## src/rtl/core/abcc_pkg.sv

```systemverilog
// Package for the analog button click classifier.
// Types, constants and register codes shared by all files; no dependencies.
`timescale 1ns / 1ps

package abcc_pkg;

  localparam int unsigned LaneCount  = 6;
  localparam int unsigned MaxLanes   = 6;
  localparam int unsigned ScanLanes  = (LaneCount < MaxLanes) ? LaneCount : MaxLanes;
  localparam int unsigned SampleW    = 8;
  localparam int unsigned CountW     = 8;
  localparam int unsigned ButtonW    = 3;
  localparam int unsigned MapW       = MaxLanes * ButtonW;
  localparam int unsigned CfgIndexW  = 3;
  localparam int unsigned CfgDataW   = MapW;

  localparam logic [CountW-1:0] HoldMax = 8'd255;

  localparam logic [SampleW-1:0] ThresholdReset = 8'd100;
  localparam logic [CountW-1:0]  DebounceReset  = 8'd4;
  localparam logic [CountW-1:0]  LongReset      = 8'd100;
  localparam logic [MapW-1:0]    MapReset       = 18'd71526;

  typedef enum logic [CfgIndexW-1:0] {
    CfgThreshold = 3'd0,
    CfgDebounce  = 3'd1,
    CfgLong      = 3'd2,
    CfgLaneMap   = 3'd3
  } cfg_index_e;

  typedef enum logic [1:0] {
    EdgeNone    = 2'd0,
    EdgePress   = 2'd1,
    EdgeRelease = 2'd2
  } edge_e;

  typedef enum logic [1:0] {
    ClickNone       = 2'd0,
    ClickShortPress = 2'd1,
    ClickShort      = 2'd2,
    ClickLong       = 2'd3
  } click_e;

  typedef struct packed {
    logic [SampleW-1:0] threshold;
    logic [CountW-1:0]  debounce;
    logic [CountW-1:0]  long_ticks;
    logic [MapW-1:0]    lane_map;
  } cfg_t;

  typedef struct packed {
    logic [ButtonW-1:0] button;
    edge_e              edge_kind;
    click_e             click;
  } result_t;

endpackage

```

## src/rtl/core/abcc_lane_decode.sv

```systemverilog
// Lane decode: threshold compare per lane, single-press check, button map lookup.
// Depends on abcc_pkg.
`timescale 1ns / 1ps

module abcc_lane_decode (
  input  logic [abcc_pkg::SampleW-1:0] samples_i [abcc_pkg::MaxLanes],
  input  logic [abcc_pkg::SampleW-1:0] threshold_i,
  input  logic [abcc_pkg::MapW-1:0]    lane_map_i,
  output logic [abcc_pkg::ButtonW-1:0] button_o
);

  logic [abcc_pkg::MaxLanes-1:0] pressed;
  logic [abcc_pkg::ButtonW-1:0]  mapped;

  always_comb begin
    pressed = '0;
    mapped  = '0;
    for (int unsigned i = 0; i < abcc_pkg::MaxLanes; i++) begin
      pressed[i] = (i < abcc_pkg::ScanLanes) && (samples_i[i] < threshold_i);
      if (pressed[i]) begin
        mapped = mapped | lane_map_i[i*abcc_pkg::ButtonW +: abcc_pkg::ButtonW];
      end
    end
    // only a single pressed lane selects a button
    button_o = $onehot(pressed) ? mapped : '0;
  end

endmodule

```

## src/rtl/core/abcc_classifier.sv

```systemverilog
// Hold counter, captured count and click classification per scan tick.
// Depends on abcc_pkg.
`timescale 1ns / 1ps

module abcc_classifier (
  input  logic                         clk_i,
  input  logic                         rst_ni,
  input  logic                         step_i,
  input  logic [abcc_pkg::ButtonW-1:0] button_i,
  input  abcc_pkg::cfg_t               cfg_i,
  output abcc_pkg::result_t            result_o
);

  logic [abcc_pkg::ButtonW-1:0] last_q, last_d;
  logic [abcc_pkg::CountW-1:0]  hold_q, hold_d;
  logic [abcc_pkg::CountW-1:0]  capt_q, capt_d;

  always_comb begin
    capt_d = ((hold_q == '0) || (hold_q > cfg_i.debounce)) ? hold_q : capt_q;
    if (last_q == button_i) begin
      hold_d = (hold_q != abcc_pkg::HoldMax) ? hold_q + 1'b1 : hold_q;
    end else begin
      hold_d = '0;
    end
    last_d = button_i;

    result_o.button    = button_i;
    result_o.edge_kind = abcc_pkg::EdgeNone;
    result_o.click     = abcc_pkg::ClickNone;
    if ((last_q != '0) && (button_i == '0)) begin
      result_o.edge_kind = abcc_pkg::EdgeRelease;
      result_o.button    = last_q;
    end else if ((last_q == '0) && (button_i != '0)) begin
      result_o.edge_kind = abcc_pkg::EdgePress;
    end

    if (result_o.edge_kind == abcc_pkg::EdgeRelease) begin
      if ((capt_d > cfg_i.debounce) && (capt_d < cfg_i.long_ticks)) begin
        result_o.click = abcc_pkg::ClickShort;
      end else if (capt_d >= cfg_i.long_ticks) begin
        result_o.click = abcc_pkg::ClickLong;
      end
    end else if (hold_d == cfg_i.debounce) begin
      result_o.click = abcc_pkg::ClickShortPress;
    end
  end

  always_ff @(posedge clk_i or negedge rst_ni) begin
    if (!rst_ni) begin
      last_q <= '0;
      hold_q <= '0;
      capt_q <= '0;
    end else if (step_i) begin
      last_q <= last_d;
      hold_q <= hold_d;
      capt_q <= capt_d;
    end
  end

endmodule

```

## src/rtl/core/analog_button_click_classifier.sv

```systemverilog
// Top level: config registers, sample input register, result output register.
// Depends on abcc_pkg, abcc_lane_decode and abcc_classifier.
`timescale 1ns / 1ps

// One result per scan tick, one tick per clock while the output side takes
// results. A transfer on the input lands in the sample register; when the
// result register is free the tick is decoded, the hold counter updated and
// the result register loaded, so a new tick can enter while the last one
// moves on. Output stall backs up through the sample register to
// in_stall_o. Configuration registers are written through cfg_we_i /
// cfg_index_i / cfg_wdata_i (unknown indexes ignored); the user must write
// them only while no tick is in flight, as the block does not enforce this.
module analog_button_click_classifier (
  input  logic                           clk_i,
  input  logic                           rst_ni,
  input  logic                           cfg_we_i,
  input  logic [abcc_pkg::CfgIndexW-1:0] cfg_index_i,
  input  logic [abcc_pkg::CfgDataW-1:0]  cfg_wdata_i,
  input  logic                           in_valid_i,
  output logic                           in_stall_o,
  input  logic [abcc_pkg::SampleW-1:0]   sample_0_i,
  input  logic [abcc_pkg::SampleW-1:0]   sample_1_i,
  input  logic [abcc_pkg::SampleW-1:0]   sample_2_i,
  input  logic [abcc_pkg::SampleW-1:0]   sample_3_i,
  input  logic [abcc_pkg::SampleW-1:0]   sample_4_i,
  input  logic [abcc_pkg::SampleW-1:0]   sample_5_i,
  output logic                           out_valid_o,
  input  logic                           out_stall_i,
  output logic [abcc_pkg::ButtonW-1:0]   button_number_o,
  output logic [1:0]                     edge_kind_o,
  output logic [1:0]                     click_class_o
);

  abcc_pkg::cfg_t    cfg_q;
  logic              s1_valid_q;
  logic [abcc_pkg::SampleW-1:0] s1_samp_q [abcc_pkg::MaxLanes];
  logic [abcc_pkg::SampleW-1:0] in_samp   [abcc_pkg::MaxLanes];
  logic              out_free;
  logic              s1_adv;
  logic              in_xfer;
  logic [abcc_pkg::ButtonW-1:0] cur_button;
  abcc_pkg::result_t res_d, res_q;
  logic              out_valid_q;

  assign in_samp[0] = sample_0_i;
  assign in_samp[1] = sample_1_i;
  assign in_samp[2] = sample_2_i;
  assign in_samp[3] = sample_3_i;
  assign in_samp[4] = sample_4_i;
  assign in_samp[5] = sample_5_i;

  assign out_free   = !out_valid_q || !out_stall_i;
  assign s1_adv     = s1_valid_q && out_free;
  assign in_stall_o = s1_valid_q && !out_free;
  assign in_xfer    = in_valid_i && !in_stall_o;

  always_ff @(posedge clk_i or negedge rst_ni) begin
    if (!rst_ni) begin
      cfg_q.threshold  <= abcc_pkg::ThresholdReset;
      cfg_q.debounce   <= abcc_pkg::DebounceReset;
      cfg_q.long_ticks <= abcc_pkg::LongReset;
      cfg_q.lane_map   <= abcc_pkg::MapReset;
    end else if (cfg_we_i) begin
      unique case (cfg_index_i)
        abcc_pkg::CfgThreshold: cfg_q.threshold  <= cfg_wdata_i[abcc_pkg::SampleW-1:0];
        abcc_pkg::CfgDebounce:  cfg_q.debounce   <= cfg_wdata_i[abcc_pkg::CountW-1:0];
        abcc_pkg::CfgLong:      cfg_q.long_ticks <= cfg_wdata_i[abcc_pkg::CountW-1:0];
        abcc_pkg::CfgLaneMap:   cfg_q.lane_map   <= cfg_wdata_i[abcc_pkg::MapW-1:0];
        default: ;
      endcase
    end
  end

  always_ff @(posedge clk_i or negedge rst_ni) begin
    if (!rst_ni) begin
      s1_valid_q <= 1'b0;
    end else if (in_xfer) begin
      s1_valid_q <= 1'b1;
    end else if (s1_adv) begin
      s1_valid_q <= 1'b0;
    end
  end

  always_ff @(posedge clk_i) begin
    if (in_xfer) begin
      s1_samp_q <= in_samp;
    end
  end

  abcc_lane_decode u_decode (
    .samples_i   (s1_samp_q),
    .threshold_i (cfg_q.threshold),
    .lane_map_i  (cfg_q.lane_map),
    .button_o    (cur_button)
  );

  abcc_classifier u_classifier (
    .clk_i    (clk_i),
    .rst_ni   (rst_ni),
    .step_i   (s1_adv),
    .button_i (cur_button),
    .cfg_i    (cfg_q),
    .result_o (res_d)
  );

  always_ff @(posedge clk_i or negedge rst_ni) begin
    if (!rst_ni) begin
      out_valid_q <= 1'b0;
    end else if (out_free) begin
      out_valid_q <= s1_valid_q;
    end
  end

  always_ff @(posedge clk_i) begin
    if (s1_adv) begin
      res_q <= res_d;
    end
  end

  assign out_valid_o     = out_valid_q;
  assign button_number_o = res_q.button;
  assign edge_kind_o     = res_q.edge_kind;
  assign click_class_o   = res_q.click;

endmodule

```

## config.mk

```make
export PLATFORM = sky130hd
export DESIGN_NAME = analog_button_click_classifier
export DESIGN_NICKNAME = d
export VERILOG_FILES = /design/src/rtl/core/abcc_pkg.sv /design/src/rtl/core/abcc_lane_decode.sv /design/src/rtl/core/abcc_classifier.sv /design/src/rtl/core/analog_button_click_classifier.sv
export SDC_FILE = /design/constraint.sdc
export NUM_CORES = 1
export LEC_CHECK = 0
export CORE_ASPECT_RATIO = 0.5
export CORE_MARGIN = 2
export CORE_UTILIZATION = 54
export DETAILED_ROUTE_END_ITERATION = 6
export DONT_BUFFER_PORTS = 1
export PLACE_DENSITY_LB_ADDON = 0.2
export SKIP_LAST_GASP = 1
export SYNTH_ARGS = -nofsm -noshare
export SYNTH_HDL_FRONTEND = slang
export SYNTH_SLANG_ARGS = --single-unit
```

## constraint.sdc

```tcl
create_clock -name clk_i -period 6.05 [get_ports clk_i]
set_clock_uncertainty 0.05 [all_clocks]
set_input_delay 1.21 -clock clk_i [delete_from_list [all_inputs] [get_ports clk_i]]
set_output_delay 1.21 -clock clk_i [all_outputs]
set_load 0.05 [all_outputs]
```

[Word-level counts from Yosys, hierarchy flattened]
Cells that the tools add are included.
Cells by class
  reduce and logical (&&, ||, !) cells: 23
  add/sub/neg operators: 6
  $lt $le $gt $ge: 10
  bitwise logic cells: 5
  multiplexer cells: 19
  equality and inequality tests: 8
Operators by type and width (count)
  8-bit < comparator: 7
  3-bit 2-to-1 mux: 8
  8-bit 2-to-1 mux: 3
  8-bit greater-than comparator: 2
  3-bit OR: 5
  3-bit zero test: 3
  8-bit by 1-bit adder with 8-bit output (second input constant): 1
  8-bit equality test: 1
  8-bit >= comparator: 1
  8-bit zero test: 1
  2-bit 2-to-1 mux: 4
  8-bit inequality test (second input constant): 1
  2-bit AND reduction: 4
  1-bit by 1-bit adder with 2-bit output: 3
  3-bit adder: 2
  3-bit by 1-bit equality test with 1-bit output (second input constant): 2
  3-bit by 2-bit equality test with 1-bit output (second input constant): 2
  1-bit logical AND: 6
  3-bit nonzero test: 2
  1-bit zero test: 4
  1-bit 2-to-1 mux: 4
  3-bit equality test: 1
  2-bit equality test (second input constant): 1
  1-bit logical OR: 2
  2-bit nonzero test: 1
Storage, ports and cells
  register bits after elaboration: 118
  logic and storage cells: 89
  input port bits: 74

[Longest topological paths before layout]
Gate-level depths: netlist (run 1).
  depth in word-level cells: 19
  gate-level depth with buffers: 23
  depth with buffers taken out: 22

[Cells and area by module]
Synthesis (run 1) repeated with hierarchy kept, for this count alone.
Second synthesis, totals
  cell total of the unflattened synthesis: 518
  area total of the unflattened synthesis: 6462.4 sq um
By module, submodules not included
  analog_button_click_classifier: area an instance 3367.0 sq um, times used 1, cells an instance 154, seq. area each 2772.7 sq um
  abcc_classifier: area an instance 1929.4 sq um, times used 1, cells an instance 224, seq. area each 475.5 sq um
  abcc_lane_decode: area an instance 1166.1 sq um, times used 1, cells an instance 140, seq. area each 0.0 sq um

[Worst setup path before layout (run 1)]
OpenSTA, ideal clock, no wires.
  kind: reg-to-reg
  start point: register cfg_q[40] (netlist name)
  end point: register res_q, in the netlist click_class_o[0], data pin
  period minus slack after synthesis: 4517 ps
  arrival time: 4207 ps
  library setup time: 260 ps
  cell stages (with the launch flop): 20
  path slack: 1533 ps
  buffers on the path: 1
  path through: dfstp_2 inv_1 ha_1 a21o_1 a221o_1 a41oi_2 ha_1 inv_1 fa_1 inv_1 ha_1 nor3_1 inv_1 a31oi_4 xor2_2 or2_1 o22ai_2 buf_6 a32oi_1 o31ai_1
RTL lines
  start: declaration: RTL line analog_button_click_classifier.sv:34  | abcc_pkg::cfg_t cfg_q;
  end signal: assignment: RTL line analog_button_click_classifier.sv:116  | res_q <= res_d;
  end: declaration: RTL line analog_button_click_classifier.sv:42  | abcc_pkg::result_t res_d, res_q;

==> impl_summary.md, run 1 <==
Die
The die extent in x is 158 um. The core area is between 10,000 and 15,000 um2. The row count is 28.

The starting utilization of the core area is 54.8%. The die covers 12,800 um2. Measured along the y axis, the die boundary spans 81.1 um. 83 I/O pins were placed.

Setup path
For the worst setup path, the data required time is 6.15 ns. Of all nets on the critical path, the largest fanout is 11. The critical path in this run is classified as flip-flop to flip-flop. In this run the register-to-register setup slack is roughly 0.7 ns. The nature of the critical path endpoint is a flip-flop. For the worst setup path, the data arrival time is 5.44 ns. The worst setup path is launched from a flip-flop.

Timing
The worst path needs 5.34 ns of the cycle, external delays included. The hold violation total from the final report is 0. The measured slew at the worst slew-check pin is roughly 1.1 ns. In the final timing run, aggregate negative setup slack is 0 ns.

The achievable frequency is approximately 0.19 GHz. The number of max-slew violations in the final report is 0. The worst path uses 88.3% of the clock period. The worst max-slew margin expressed relative to the limit is around 30%. Setup violations remaining at the end of the flow were counted as 0. Setup repair after global routing left no endpoint under its margin.

Power and ir drop
VDD sags by at most 0.000188 V. The reported leakage power is 3.08 nW. Power comes to 3.15 mW. Power spread over the standard cell area amounts to 440 nW/um2.

Synthesis
Synthesis instantiated 58 different standard cells from the library. The synthesized design contains between 50 and 60 enable-type register cells. For this run, the number of Yosys warnings is 0. The post-synthesis register bit count is around 120. The synthesized area per cell is 11.9 um2. Synthesis produced a netlist whose cell count is roughly 540. After synthesis, the share of flip-flops with an asynchronous set or reset is 53.4%. In this run the cell area of the synthesized design comes to between 6000 and 7000 um2. Among all flip-flop cells after synthesis, the most frequent one is sky130_fd_sc_hd__edfxtp_1. The number of nets produced by synthesis is slightly below 700. Sequential cells were found to cover a little over 50% of the synthesized design area.

Clock tree
The setup fix buffers added after clock tree synthesis is 0. Clock latency on the worst-skew pair, taken at its later pin, is between 0.4 and 0.5 ns. The count of hold-fix buffers inserted at cts is 0. The number of buffers on the longest clock path is 2. CTS built an H-tree with a depth of 4. Once the clock tree was built, the resizer swapped 0 gates to a different size. Clock tree synthesis inserted a total of 17 buffers.

After clock tree synthesis, the clock-pin slew on the worst setup and hold paths is approximately 0.060 ns. The clock tree root buffer cell is sky130_fd_sc_hd__clkbuf_16. The clock sink total is 118. TritonCTS built the clock tree.

Detailed routing
The first TritonRoute pass finished after 5 iterations. For this run, design rule violations remaining after detail routing come to 0. Once detail routing completed, the nets flagged for antenna violations numbered 0. The routed wirelength normalized by instance count is 18.7 um. After detailed routing, the total wire length is 13,600 um. Dividing the detail-routed via count by the number of cells gives 5.77. In this run, the number of DRC markers left after iteration 0 of detailed routing was 283. Detailed routing inserted a total of 4,201 vias.

Finish
Leaving out fill and tap cells, the most frequent cells in the layout are 72 x sky130_fd_sc_hd__ha_1, 55 x sky130_fd_sc_hd__edfxtp_1, 48 x sky130_fd_sc_hd__nand2_1, 47 x sky130_fd_sc_hd__dfrtp_1, 45 x sky130_fd_sc_hd__o21ai_0. The synthesis-to-layout area growth is 11.5%. Once layout is complete, the cells apart from fillers number 728. Of the cells placed in the final design, the portion with a size suffix greater than 1 is 18.1%.

The library cell used most frequently in the layout, excluding fill and tap cells, is sky130_fd_sc_hd__ha_1. In the final design database the tool counted approximately 700 nets. The repair_antennas step left the layout with diodes totalling 0.

GRT
The number of antenna violations at the first check in global routing was 1. Global routing finished with a remaining overflow of 0. The all-layer global routing usage is 22.8%. The via count of the first global-routing pass was 4,023. Entering global routing, the biggest net connects 64 pins. The global-route wire length before repair is around 22,000 um.

Job
Across the run, the number of max-cap violations was 0.

Hold path
The class of the tightest hold or removal check is input port to async pin.

Placement
The count of placed standard cells including taps is 696. In this run the tool buffered the top-level ports with 0 buffer cells. The HPWL after detailed placement is approximately 9800 um. The weighted congestion reported at the end of routability-driven placement is 0.860.

Status
The run finished with clean final reports.
[cells in the mapped netlist (all sizes together), types with 3 or more instances]
library cell | n | share of area (%)
mux2i | 4 | 0.62
nor2 | 15 | 0.88
nand3 | 12 | 1.0
dfrtp | 47 | 18
o22ai | 3 | 0.39
nor2b | 8 | 0.78
inv | 39 | 2.3
and3 | 7 | 0.68
o21ai | 45 | 3.5
a21o | 18 | 2.1
nor3 | 5 | 0.39
a221o | 6 | 0.94
xnor2 | 10 | 1.4
a21oi | 18 | 1.4
dfstp | 16 | 6.6
nand2b | 6 | 0.59
nand4 | 8 | 0.78
buf | 3 | 0.43
a22oi | 6 | 0.78
nand2 | 49 | 2.9
a32oi | 5 | 0.80
clkbuf | 8 | 0.47
ha | 72 | 14
mux2 | 33 | 5.8
and2 | 4 | 0.39
a41oi | 5 | 1.3
edfxtp | 55 | 26
[metal layers]
metal / GRT usage [%] / wire length [um]
met2: 33.6 / 5950
met3: 6.67 / 667
met1: 32.4 / 6820
met5: 0 / 0
met4: 7.57 / 162
[layout make-up]
class                      instances  area (um2)
clock inverter                    14         116
tap                              165         206
clock buffer                      18         429
fill                             950        4550
sequential                       118        3250
multi-input combinational        371        2980
timing repair buffer               3        22.5
inverter                          39         146
[metrics by stage]
step	hold slack [ns]	setup WS, ns	util (%)	cell area (um2)
after global placement	0.412	1.00	56.5	6610
after detailed placement	0.428	0.803	56.5	6610
final	0.438	0.710	61.1	7150
after floorplan	0.399	1.53	-	6420
after CTS	0.425	0.734	61.1	7150
after global routing	0.421	0.408	61.1	7150
[critical path, stage by stage, from the launching register on]
cell and delay (ns):
sky130_fd_sc_hd__dfstp_2 0.51, sky130_fd_sc_hd__inv_1 0.12, sky130_fd_sc_hd__ha_1 0.34, sky130_fd_sc_hd__a21o_1 0.18, sky130_fd_sc_hd__a221o_1 0.36, sky130_fd_sc_hd__a41oi_2 0.33
sky130_fd_sc_hd__ha_1 0.24, sky130_fd_sc_hd__inv_1 0.06, sky130_fd_sc_hd__fa_1 0.49, sky130_fd_sc_hd__inv_1 0.04, sky130_fd_sc_hd__ha_1 0.28, sky130_fd_sc_hd__nor3_1 0.54
sky130_fd_sc_hd__inv_1 0.18, sky130_fd_sc_hd__a31oi_4 0.27, sky130_fd_sc_hd__xor2_2 0.13, sky130_fd_sc_hd__or2_1 0.23, sky130_fd_sc_hd__o22ai_2 0.39, sky130_fd_sc_hd__mux2i_1 0.25
sky130_fd_sc_hd__o31ai_1 0.09
[report_power, final]
group          switching (mW)  internal, mW  leakage, nW
sequential              0.164          1.01         1.29
combinational           0.608         0.432         1.53
clock                   0.397         0.533        0.257
total                    1.17          1.98         3.08
[logic make-up (layout without fill, tap and decap cells)]
kind of cell / after synthesis / in the layout / share of synthesized area, %
multiplexers: 37 / 37 / 6.42
AND/OR/NAND/NOR: 126 / 126 / 9.89
adder cells (fa/ha/maj): 74 / 74 / 14.7
flip-flops: 118 / 118 / 50.6
AO/OA/AOI/OAI: 122 / 122 / 13.5
buffers and inverters: 50 / 74 / 3.18
XOR/XNOR: 12 / 12 / 1.76
[registers in the layout, summed over array words and instances (netlist names)]
signal               flops
edge_kind_o              2
click_class_o            2
button_number_o          3
u_classifier.hold_q      8
u_classifier.capt_q      8
u_classifier.last_q      3
cfg_q                   42
s1_samp_q               48
out_valid_o              1
s1_valid_q               1
[worst paths after layout]
kind	start	end	cells after the start
max in group asynchronous	rst_ni	cfg_q[23]$_DFFE_PN1P_	0
max reg2reg	cfg_q[40]$_DFFE_PN1P_	click_class_o[0]$_DFFE_PP_	18
max	cfg_q[40]$_DFFE_PN1P_	click_class_o[0]$_DFFE_PP_	18
min reg2reg	u_classifier.capt_q[0]$_DFFE_PN0P_	u_classifier.capt_q[0]$_DFFE_PN0P_	2
min in group clk_i	u_classifier.capt_q[0]$_DFFE_PN0P_	u_classifier.capt_q[0]$_DFFE_PN0P_	2
min	rst_ni	cfg_q[11]$_DFFE_PN0P_	0
Note: power is estimated with default switching activity, not from simulation.
==> inputs of run 2 (changes only) <==
Settings changed: CELL_PAD_IN_SITES_DETAIL_PLACEMENT set to 0, CELL_PAD_IN_SITES_GLOBAL_PLACEMENT set to 1, CORE_UTILIZATION 54 to 51.
==> run 2 against run 1 <==
Effect of this change:
- total power grew 1.1%
- clock power grew 4.8%
- first-iteration DRC count shrank 35%
- wire length is essentially flat
- critical path depth is the same
- final area grew 0.30%
- global-route usage shrank 1.1 points
- combinational power is essentially flat
==> impl_summary.md, run 2 (same netlist as run 1, synthesis figures left out) <==
Die
The die footprint is 13,500 um2 (+5.7%). The die extent in x was 163 um (+2.8%). The floorplan die height was 83.3 um (+2.8%). The count of pins on the block boundary is 83 (unchanged). The core area came to 12,100 um2 (+3.0%).

The row count is 28 (unchanged). The starting utilization of the core area is 53.2% (-1.6 points).

Finish
The commonest non-fill, non-tap cell in the layout is sky130_fd_sc_hd__ha_1. The largest registers in the layout are s1_samp_q (48), cfg_q (42). The final cell area excluding filler cells came to 7170 um2 (+0.30%). The number of flip-flops in the largest register was 48 (unchanged). The synthesis-to-layout area growth is 11.8%. The antenna diode instance count is 0 (unchanged). The final layout net count is 698 (unchanged). The layout filler cell count is 1,006 (+5.9%). The library cells used most frequently in the layout, excluding fill and tap cells, are 72 x sky130_fd_sc_hd__ha_1, 55 x sky130_fd_sc_hd__edfxtp_1, 48 x sky130_fd_sc_hd__nand2_1, 47 x sky130_fd_sc_hd__dfrtp_1, 45 x sky130_fd_sc_hd__o21ai_0. The register with the most flip-flops is s1_samp_q. The share of cells above drive strength 1 is 18.1% (unchanged). The end-of-flow core utilization is 59.5% (-1.6 points).

Detailed routing
The count of vias placed by the detailed router is 4,094 (-2.5%). The first-pass detailed-route iteration total is 4 (-1). The via count normalized by instance count is 5.62 (-2.5%). The total routed wirelength is 13,600 um (about the same).

The routed wirelength normalized by instance count is 18.7 um (about the same). The DRC violation count after routing is 0 (unchanged). The starting DRC count in detailed routing came to 184 (-35%). The remaining antenna violation count is 0 (unchanged).

Clock tree
The number of levels the H-tree was split into came to 4 (unchanged). The clock sink total is 118 (unchanged). The clock-pin slew on the worst setup and hold paths was 0.06 ns (about the same). The setup fix buffers added after clock tree synthesis is 0 (unchanged). The count of hold-fix buffers inserted at cts is 0 (unchanged). The clock tree root buffer cell is sky130_fd_sc_hd__clkbuf_16. The number of buffers added by the clock tree synthesis step is 17 (unchanged). The number of buffers on the longest clock path was 2 (unchanged).

The clock network latency to the later pin of the worst-skew pair is 0.42 ns (about the same). The count of cells resized by post-cts repair is 0 (unchanged). TritonCTS built the clock tree.

Status
The flow ran to the end, and the final reports show no timing, DRC or antenna violations.

GRT
The largest net degree at the start of global routing is 64 (unchanged). The number of antenna violations at the first check in global routing came to 1 (unchanged). The via count of the first global-routing pass is 4,171 (+3.7%).

The global-route wire length before repair was 22,300 um (+2.8%). The all-layer global routing usage came to 21.7% (-1.1 points). The leftover overflow at the end of global routing is 0 (unchanged).

Hold path
The class of the tightest hold or removal check is input port to async pin.

Placement
The number of input and output port buffers inserted is 0 (unchanged). The total cell area at the placement stage is 6610 um2 (unchanged). The weighted congestion reported at the end of routability-driven placement is 0.789 (-8.2%). The HPWL after detailed placement was 9770 um (-0.64%).

Timing
The achievable frequency is 0.191 GHz (+1.8%). The hold violation total from the final report is 0 (unchanged). The measured slew at the worst slew-check pin is 1.05 ns (-0.00611 ns). The number of max-slew violations in the final report was 0 (unchanged). Setup repair after global routing left no endpoint under its margin. The count of endpoints failing setup in the final report came to 0 (unchanged). The worst max-slew margin expressed relative to the limit was 30.3% (+0.41 points). The final-layout setup total negative slack is 0 ns (unchanged). The final critical delay including setup and external delays is 5.24 ns (-0.0947 ns). The worst hold slack across all endpoints was 0.432 ns (-0.00556 ns). The final critical-path share of the clock period came to 86.7% (-1.6 points).

Job
The max-capacitance violation count is 0 (unchanged).

Setup path
The top fanout value on the critical path is 11 (unchanged). The launching point of the worst reg2reg path is cfg_q[40]$_DFFE_PN1P_. Tracing the worst setup path back leads to its startpoint at cfg_q[40]$_DFFE_PN1P_. The critical path class is flip-flop to flip-flop. The nature of the critical path endpoint is a flip-flop.

The worst setup path is launched from a flip-flop. The critical path data arrival time is 5.36 ns (-0.08 ns). The required time of the critical path is 6.17 ns (+0.02 ns).

Power and ir drop
The worst-case vdd ir drop is 0.000191 V (+1.2%). The reported leakage power came to 3.10 nW (+0.55%). The overall power was 3.18 mW (+1.1%). The power per unit of standard cell area is 443 nW/um2 (+0.82%).
## run 2: routing by layer
| layer | wire [um] | GRT usage (%) |
|---|---|---|
| met4 | 136 | 6.92 |
| met1 | 6590 | 30.1 |
| met3 | 738 | 6.49 |
| met5 | 0 | 0 |
| met2 | 6150 | 32.8 |
## run 2: layout make-up
class / instances / area (um2) / area share (%)
repair buffers: 3 / 22.5 / 0.314
inverters: 39 / 146 / 2.04
clock buffers: 18 / 429 / 5.98
flip-flops and latches: 118 / 3250 / 45.3
clock inverters: 14 / 138 / 1.92
well taps: 165 / 206 / 2.88
multi-input cells: 371 / 2980 / 41.6
## run 2: power breakdown
| part | internal (mW) | switching, mW |
|---|---|---|
| clock | 0.575 | 0.400 |
| sequential | 1.01 | 0.160 |
| combinational | 0.433 | 0.601 |
| total | 2.02 | 1.16 |
## run 2: worst paths after layout
| kind | to | slack, ns | cells after the start |
|---|---|---|---|
| max in group asynchronous | cfg_q[16]$_DFFE_PN1P_ | 5.29 | 0 |
| min reg2reg | u_classifier.capt_q[1]$_DFFE_PN0P_ | 0.45 | 1 |
| max | click_class_o[0]$_DFFE_PP_ | 0.81 | 18 |
| max reg2reg | click_class_o[0]$_DFFE_PP_ | 0.81 | 18 |
| min in group clk_i | u_classifier.capt_q[1]$_DFFE_PN0P_ | 0.45 | 1 |
| min | u_classifier.hold_q[1]$_DFFE_PN0P_ | 0.43 | 0 |
## run 2: per-stage QoR
step / setup WS (ns) / cells
2_1_floorplan: 1.53 / 539
3_3_place_gp: 1.00 / 696
3_5_place_dp: 0.867 / 696
4_1_cts: 0.839 / 728
5_1_grt: 0.405 / 728
6_report: 0.805 / 728
## run 2: critical path, cell delays in order (launching register included)
cell and delay (ns):
sky130_fd_sc_hd__dfstp_2 0.51, sky130_fd_sc_hd__inv_1 0.12, sky130_fd_sc_hd__ha_1 0.34, sky130_fd_sc_hd__a21o_1 0.18
sky130_fd_sc_hd__a221o_1 0.35, sky130_fd_sc_hd__a41oi_2 0.31, sky130_fd_sc_hd__ha_1 0.21, sky130_fd_sc_hd__inv_1 0.06
sky130_fd_sc_hd__fa_1 0.52, sky130_fd_sc_hd__inv_1 0.04, sky130_fd_sc_hd__ha_1 0.28, sky130_fd_sc_hd__nor3_1 0.51
sky130_fd_sc_hd__inv_1 0.18, sky130_fd_sc_hd__a31oi_4 0.25, sky130_fd_sc_hd__xor2_2 0.12, sky130_fd_sc_hd__or2_1 0.23
sky130_fd_sc_hd__o22ai_2 0.38, sky130_fd_sc_hd__mux2i_1 0.24, sky130_fd_sc_hd__o31ai_1 0.09
==> inputs of run 3 (changes only) <==
Settings changed: CORE_UTILIZATION 51 to 53, CTS_BUF_LIST set to sky130_fd_sc_hd__clkbuf_4 sky130_fd_sc_hd__clkbuf_8.
==> run 3 against run 2 <==
Effect of this change:
- total power is 7.1% lower
- wire length is 1.8% higher
- largest cell class unchanged
- worst setup slack worse by 0.060 ns
- highest routed layer unchanged
- maximum frequency is 1.1% lower
- non-clock buffer count stayed put
- critical path type unchanged
==> impl_summary.md, run 3 (same netlist as run 1, synthesis figures left out) <==
Clock tree
The number of buffers on the longest clock path is 2 (unchanged). The clock tree from TritonCTS is built. CTS placed an instance of sky130_fd_sc_hd__clkbuf_8 at the clock tree root. The number of buffers added by the clock tree synthesis step is 17 (unchanged). The clock-pin slew on the worst setup and hold paths is 0.09 ns (+0.03 ns). The count of cells resized by post-cts repair is 0 (unchanged). The number of levels the H-tree was split into was 4 (unchanged). The count of hold-fix buffers inserted at cts was 0 (unchanged). The clock sink total came to 118 (unchanged). The clock network latency to the later pin of the worst-skew pair is 0.44 ns (+0.02 ns). The setup fix buffers added after clock tree synthesis is 0 (unchanged).

Timing
The final critical-path share of the clock period is 87.7% (+0.98 points). Setup repair after global routing left no endpoint under its margin. The hold violation total from the final report is 0 (unchanged). The final-layout setup total negative slack is 0 ns (unchanged). The worst max-slew margin expressed relative to the limit is 27.3% (-3.0 points). The number of max-slew violations in the final report is 0 (unchanged).

The count of endpoints failing setup in the final report is 0 (unchanged). The achievable frequency is 0.189 GHz (-1.1%). The measured slew at the worst slew-check pin was 1.09 ns (+0.0446 ns). The final critical delay including setup and external delays was 5.30 ns (+0.0595 ns).

Placement
The total cell area at the placement stage was 6610 um2 (unchanged). The weighted congestion reported at the end of routability-driven placement was 0.879 (+11%). The HPWL after detailed placement is 9780 um (+0.12%).

The number of input and output port buffers inserted is 0 (unchanged).

Finish
The area of combinational cells with multiple inputs was 2980 um2 (unchanged). Counting flops per register, the top entry is s1_samp_q. The combined flip-flop and latch cell area was 3250 um2 (unchanged). The synthesis-to-layout area growth is 9.50%. The antenna diode instance count is 0 (unchanged). In the layout the commonest cells are 72 x sky130_fd_sc_hd__ha_1, 55 x sky130_fd_sc_hd__edfxtp_1, 48 x sky130_fd_sc_hd__nand2_1, 47 x sky130_fd_sc_hd__dfrtp_1, 45 x sky130_fd_sc_hd__o21ai_0. The number of flip-flops in the largest register is 48 (unchanged). The final cell area excluding filler cells was 7030 um2 (-2.1%). The share of cells above drive strength 1 is 18.3% (+0.18 points).

The layout filler cell count came to 955 (-5.1%). The library cell used most frequently in the layout, excluding fill and tap cells, is sky130_fd_sc_hd__ha_1. The final layout net count is 698 (unchanged). In the final layout, the registers with the most flip-flops are s1_samp_q (48), cfg_q (42).

The end-of-flow core utilization is 59.5% (about the same).

Die
The die footprint is 13,100 um2 (-3.6%). The core area came to 11,800 um2 (-2.0%). The die extent in x is 160 um (-1.9%). The row count is 28 (unchanged). The count of pins on the block boundary came to 83 (unchanged). The floorplan die height is 81.8 um (-1.8%). The starting utilization of the core area is 54.3% (+1.1 points).

Status
The flow ran to the end, and the final reports show no timing, DRC or antenna violations.

Setup path
The top fanout value on the critical path is 11 (unchanged). STA classifies the critical path endpoint as a flip-flop. The required time of the critical path is 6.19 ns (+0.02 ns). The setup path with the least slack is of type flip-flop to flip-flop.

The origin of the worst setup path is cfg_q[40]$_DFFE_PN1P_. The category of the worst setup path launch point is a flip-flop. The count of cells along the worst register-to-register path came to 18 (unchanged). The startpoint identified for the worst register-to-register timing path is cfg_q[40]$_DFFE_PN1P_. The critical path data arrival time is 5.44 ns (+0.08 ns). The destination of the worst register-to-register timing path is click_class_o[0]$_DFFE_PP_. The internal reg-to-reg setup slack is 0.75 ns (-0.06 ns). The critical path ends at click_class_o[0]$_DFFE_PP_.

Detailed routing
The via count normalized by instance count is 5.69 (+1.2%). The post-route met1 wirelength was 6520 um (-1.0%). The starting DRC count in detailed routing is 237 (+29%).

After detailed routing, no signal wire sits above met4. The DRC violation count after routing is 0 (unchanged). The first-pass detailed-route iteration total was 5 (+1). The routed wirelength normalized by instance count came to 19.0 um (+1.8%). The count of vias placed by the detailed router is 4,145 (+1.2%). The total routed wirelength came to 13,900 um (+1.8%). The remaining antenna violation count was 0 (unchanged). The met3 wire length is 676 um (-8.4%). The total met2 wirelength after detailed routing was 6450 um (+5.0%).

GRT
The all-layer global routing usage is 22.6% (+0.94 points). The largest net degree at the start of global routing is 64 (unchanged). The global-route wire length before repair came to 22,200 um (-0.25%). The number of antenna violations at the first check in global routing is 0 (-1).

The via count of the first global-routing pass is 4,159 (-0.29%). The leftover overflow at the end of global routing is 0 (unchanged).

Job
The max-capacitance violation count is 0 (unchanged).

Power and ir drop
The reported leakage power is 3.03 nW (-2.1%). The worst-case vdd ir drop is 0.000215 V (+13%). The power per unit of standard cell area is 421 nW/um2 (-5.1%). The overall power is 2.95 mW (-7.1%).

Hold path
The min-delay analysis places its worst path in the category input port to async pin.
run 3: worst min path at each step:
stage                                             startpoint                                  to  cells after the start
after detailed placement  u_classifier.capt_q[0]$_DFFE_PN0P_  u_classifier.capt_q[0]$_DFFE_PN0P_                      2
final                                                 rst_ni  u_classifier.capt_q[6]$_DFFE_PN0P_                      0
after global routing                                  rst_ni  u_classifier.capt_q[6]$_DFFE_PN0P_                      0
after CTS                                             rst_ni  u_classifier.capt_q[6]$_DFFE_PN0P_                      0
after floorplan           u_classifier.capt_q[0]$_DFFE_PN0P_  u_classifier.capt_q[0]$_DFFE_PN0P_                      2
after global placement    u_classifier.capt_q[0]$_DFFE_PN0P_  u_classifier.capt_q[0]$_DFFE_PN0P_                      2
run 3: where the power goes:
part           switching [mW]  total, mW  leakage [nW]  internal, mW
Combinational           0.583       1.02          1.53         0.434
Sequential              0.161       1.17          1.29          1.01
Clock                   0.350      0.767         0.207         0.416
Total                    1.09       2.95          3.03          1.86
run 3: per-stage QoR:
stage               worst slack, ns  hold WS [ns]  std cells
finish                        0.746         0.401        728
global route                  0.369         0.372        728
CTS                           0.719         0.380        728
detailed placement            0.757         0.437        696
global placement              0.961         0.417        696
floorplan                      1.53         0.399        539
run 3: per-layer routing:
layer,global-route usage [%],vias to the layer above
li1,-,2023
met1,30.0,2027
met2,37.4,79
met3,5.61,16
met4,7.18,0
met5,0,-
run 3: critical path: stages, from the launching register on:
cell	delay [ns]
sky130_fd_sc_hd__dfstp_2	0.52
sky130_fd_sc_hd__inv_1	0.13
sky130_fd_sc_hd__ha_1	0.34
sky130_fd_sc_hd__a21o_1	0.18
sky130_fd_sc_hd__a221o_1	0.36
sky130_fd_sc_hd__a41oi_2	0.27
sky130_fd_sc_hd__ha_1	0.21
sky130_fd_sc_hd__inv_1	0.06
sky130_fd_sc_hd__fa_1	0.56
sky130_fd_sc_hd__inv_1	0.05
sky130_fd_sc_hd__ha_1	0.28
sky130_fd_sc_hd__nor3_1	0.52
sky130_fd_sc_hd__inv_1	0.18
sky130_fd_sc_hd__a31oi_4	0.26
sky130_fd_sc_hd__xor2_2	0.12
sky130_fd_sc_hd__or2_1	0.23
sky130_fd_sc_hd__o22ai_2	0.39
sky130_fd_sc_hd__mux2i_1	0.24
sky130_fd_sc_hd__o31ai_1	0.09
run 3: cell type report:
class / instances / share of cell area, %
inverter: 39 / 2.08
sequential: 118 / 46.2
tap: 165 / 2.94
timing repair buffer: 3 / 0.321
clock buffer: 18 / 3.44
multi-input combinational: 371 / 42.5
clock inverter: 14 / 2.51
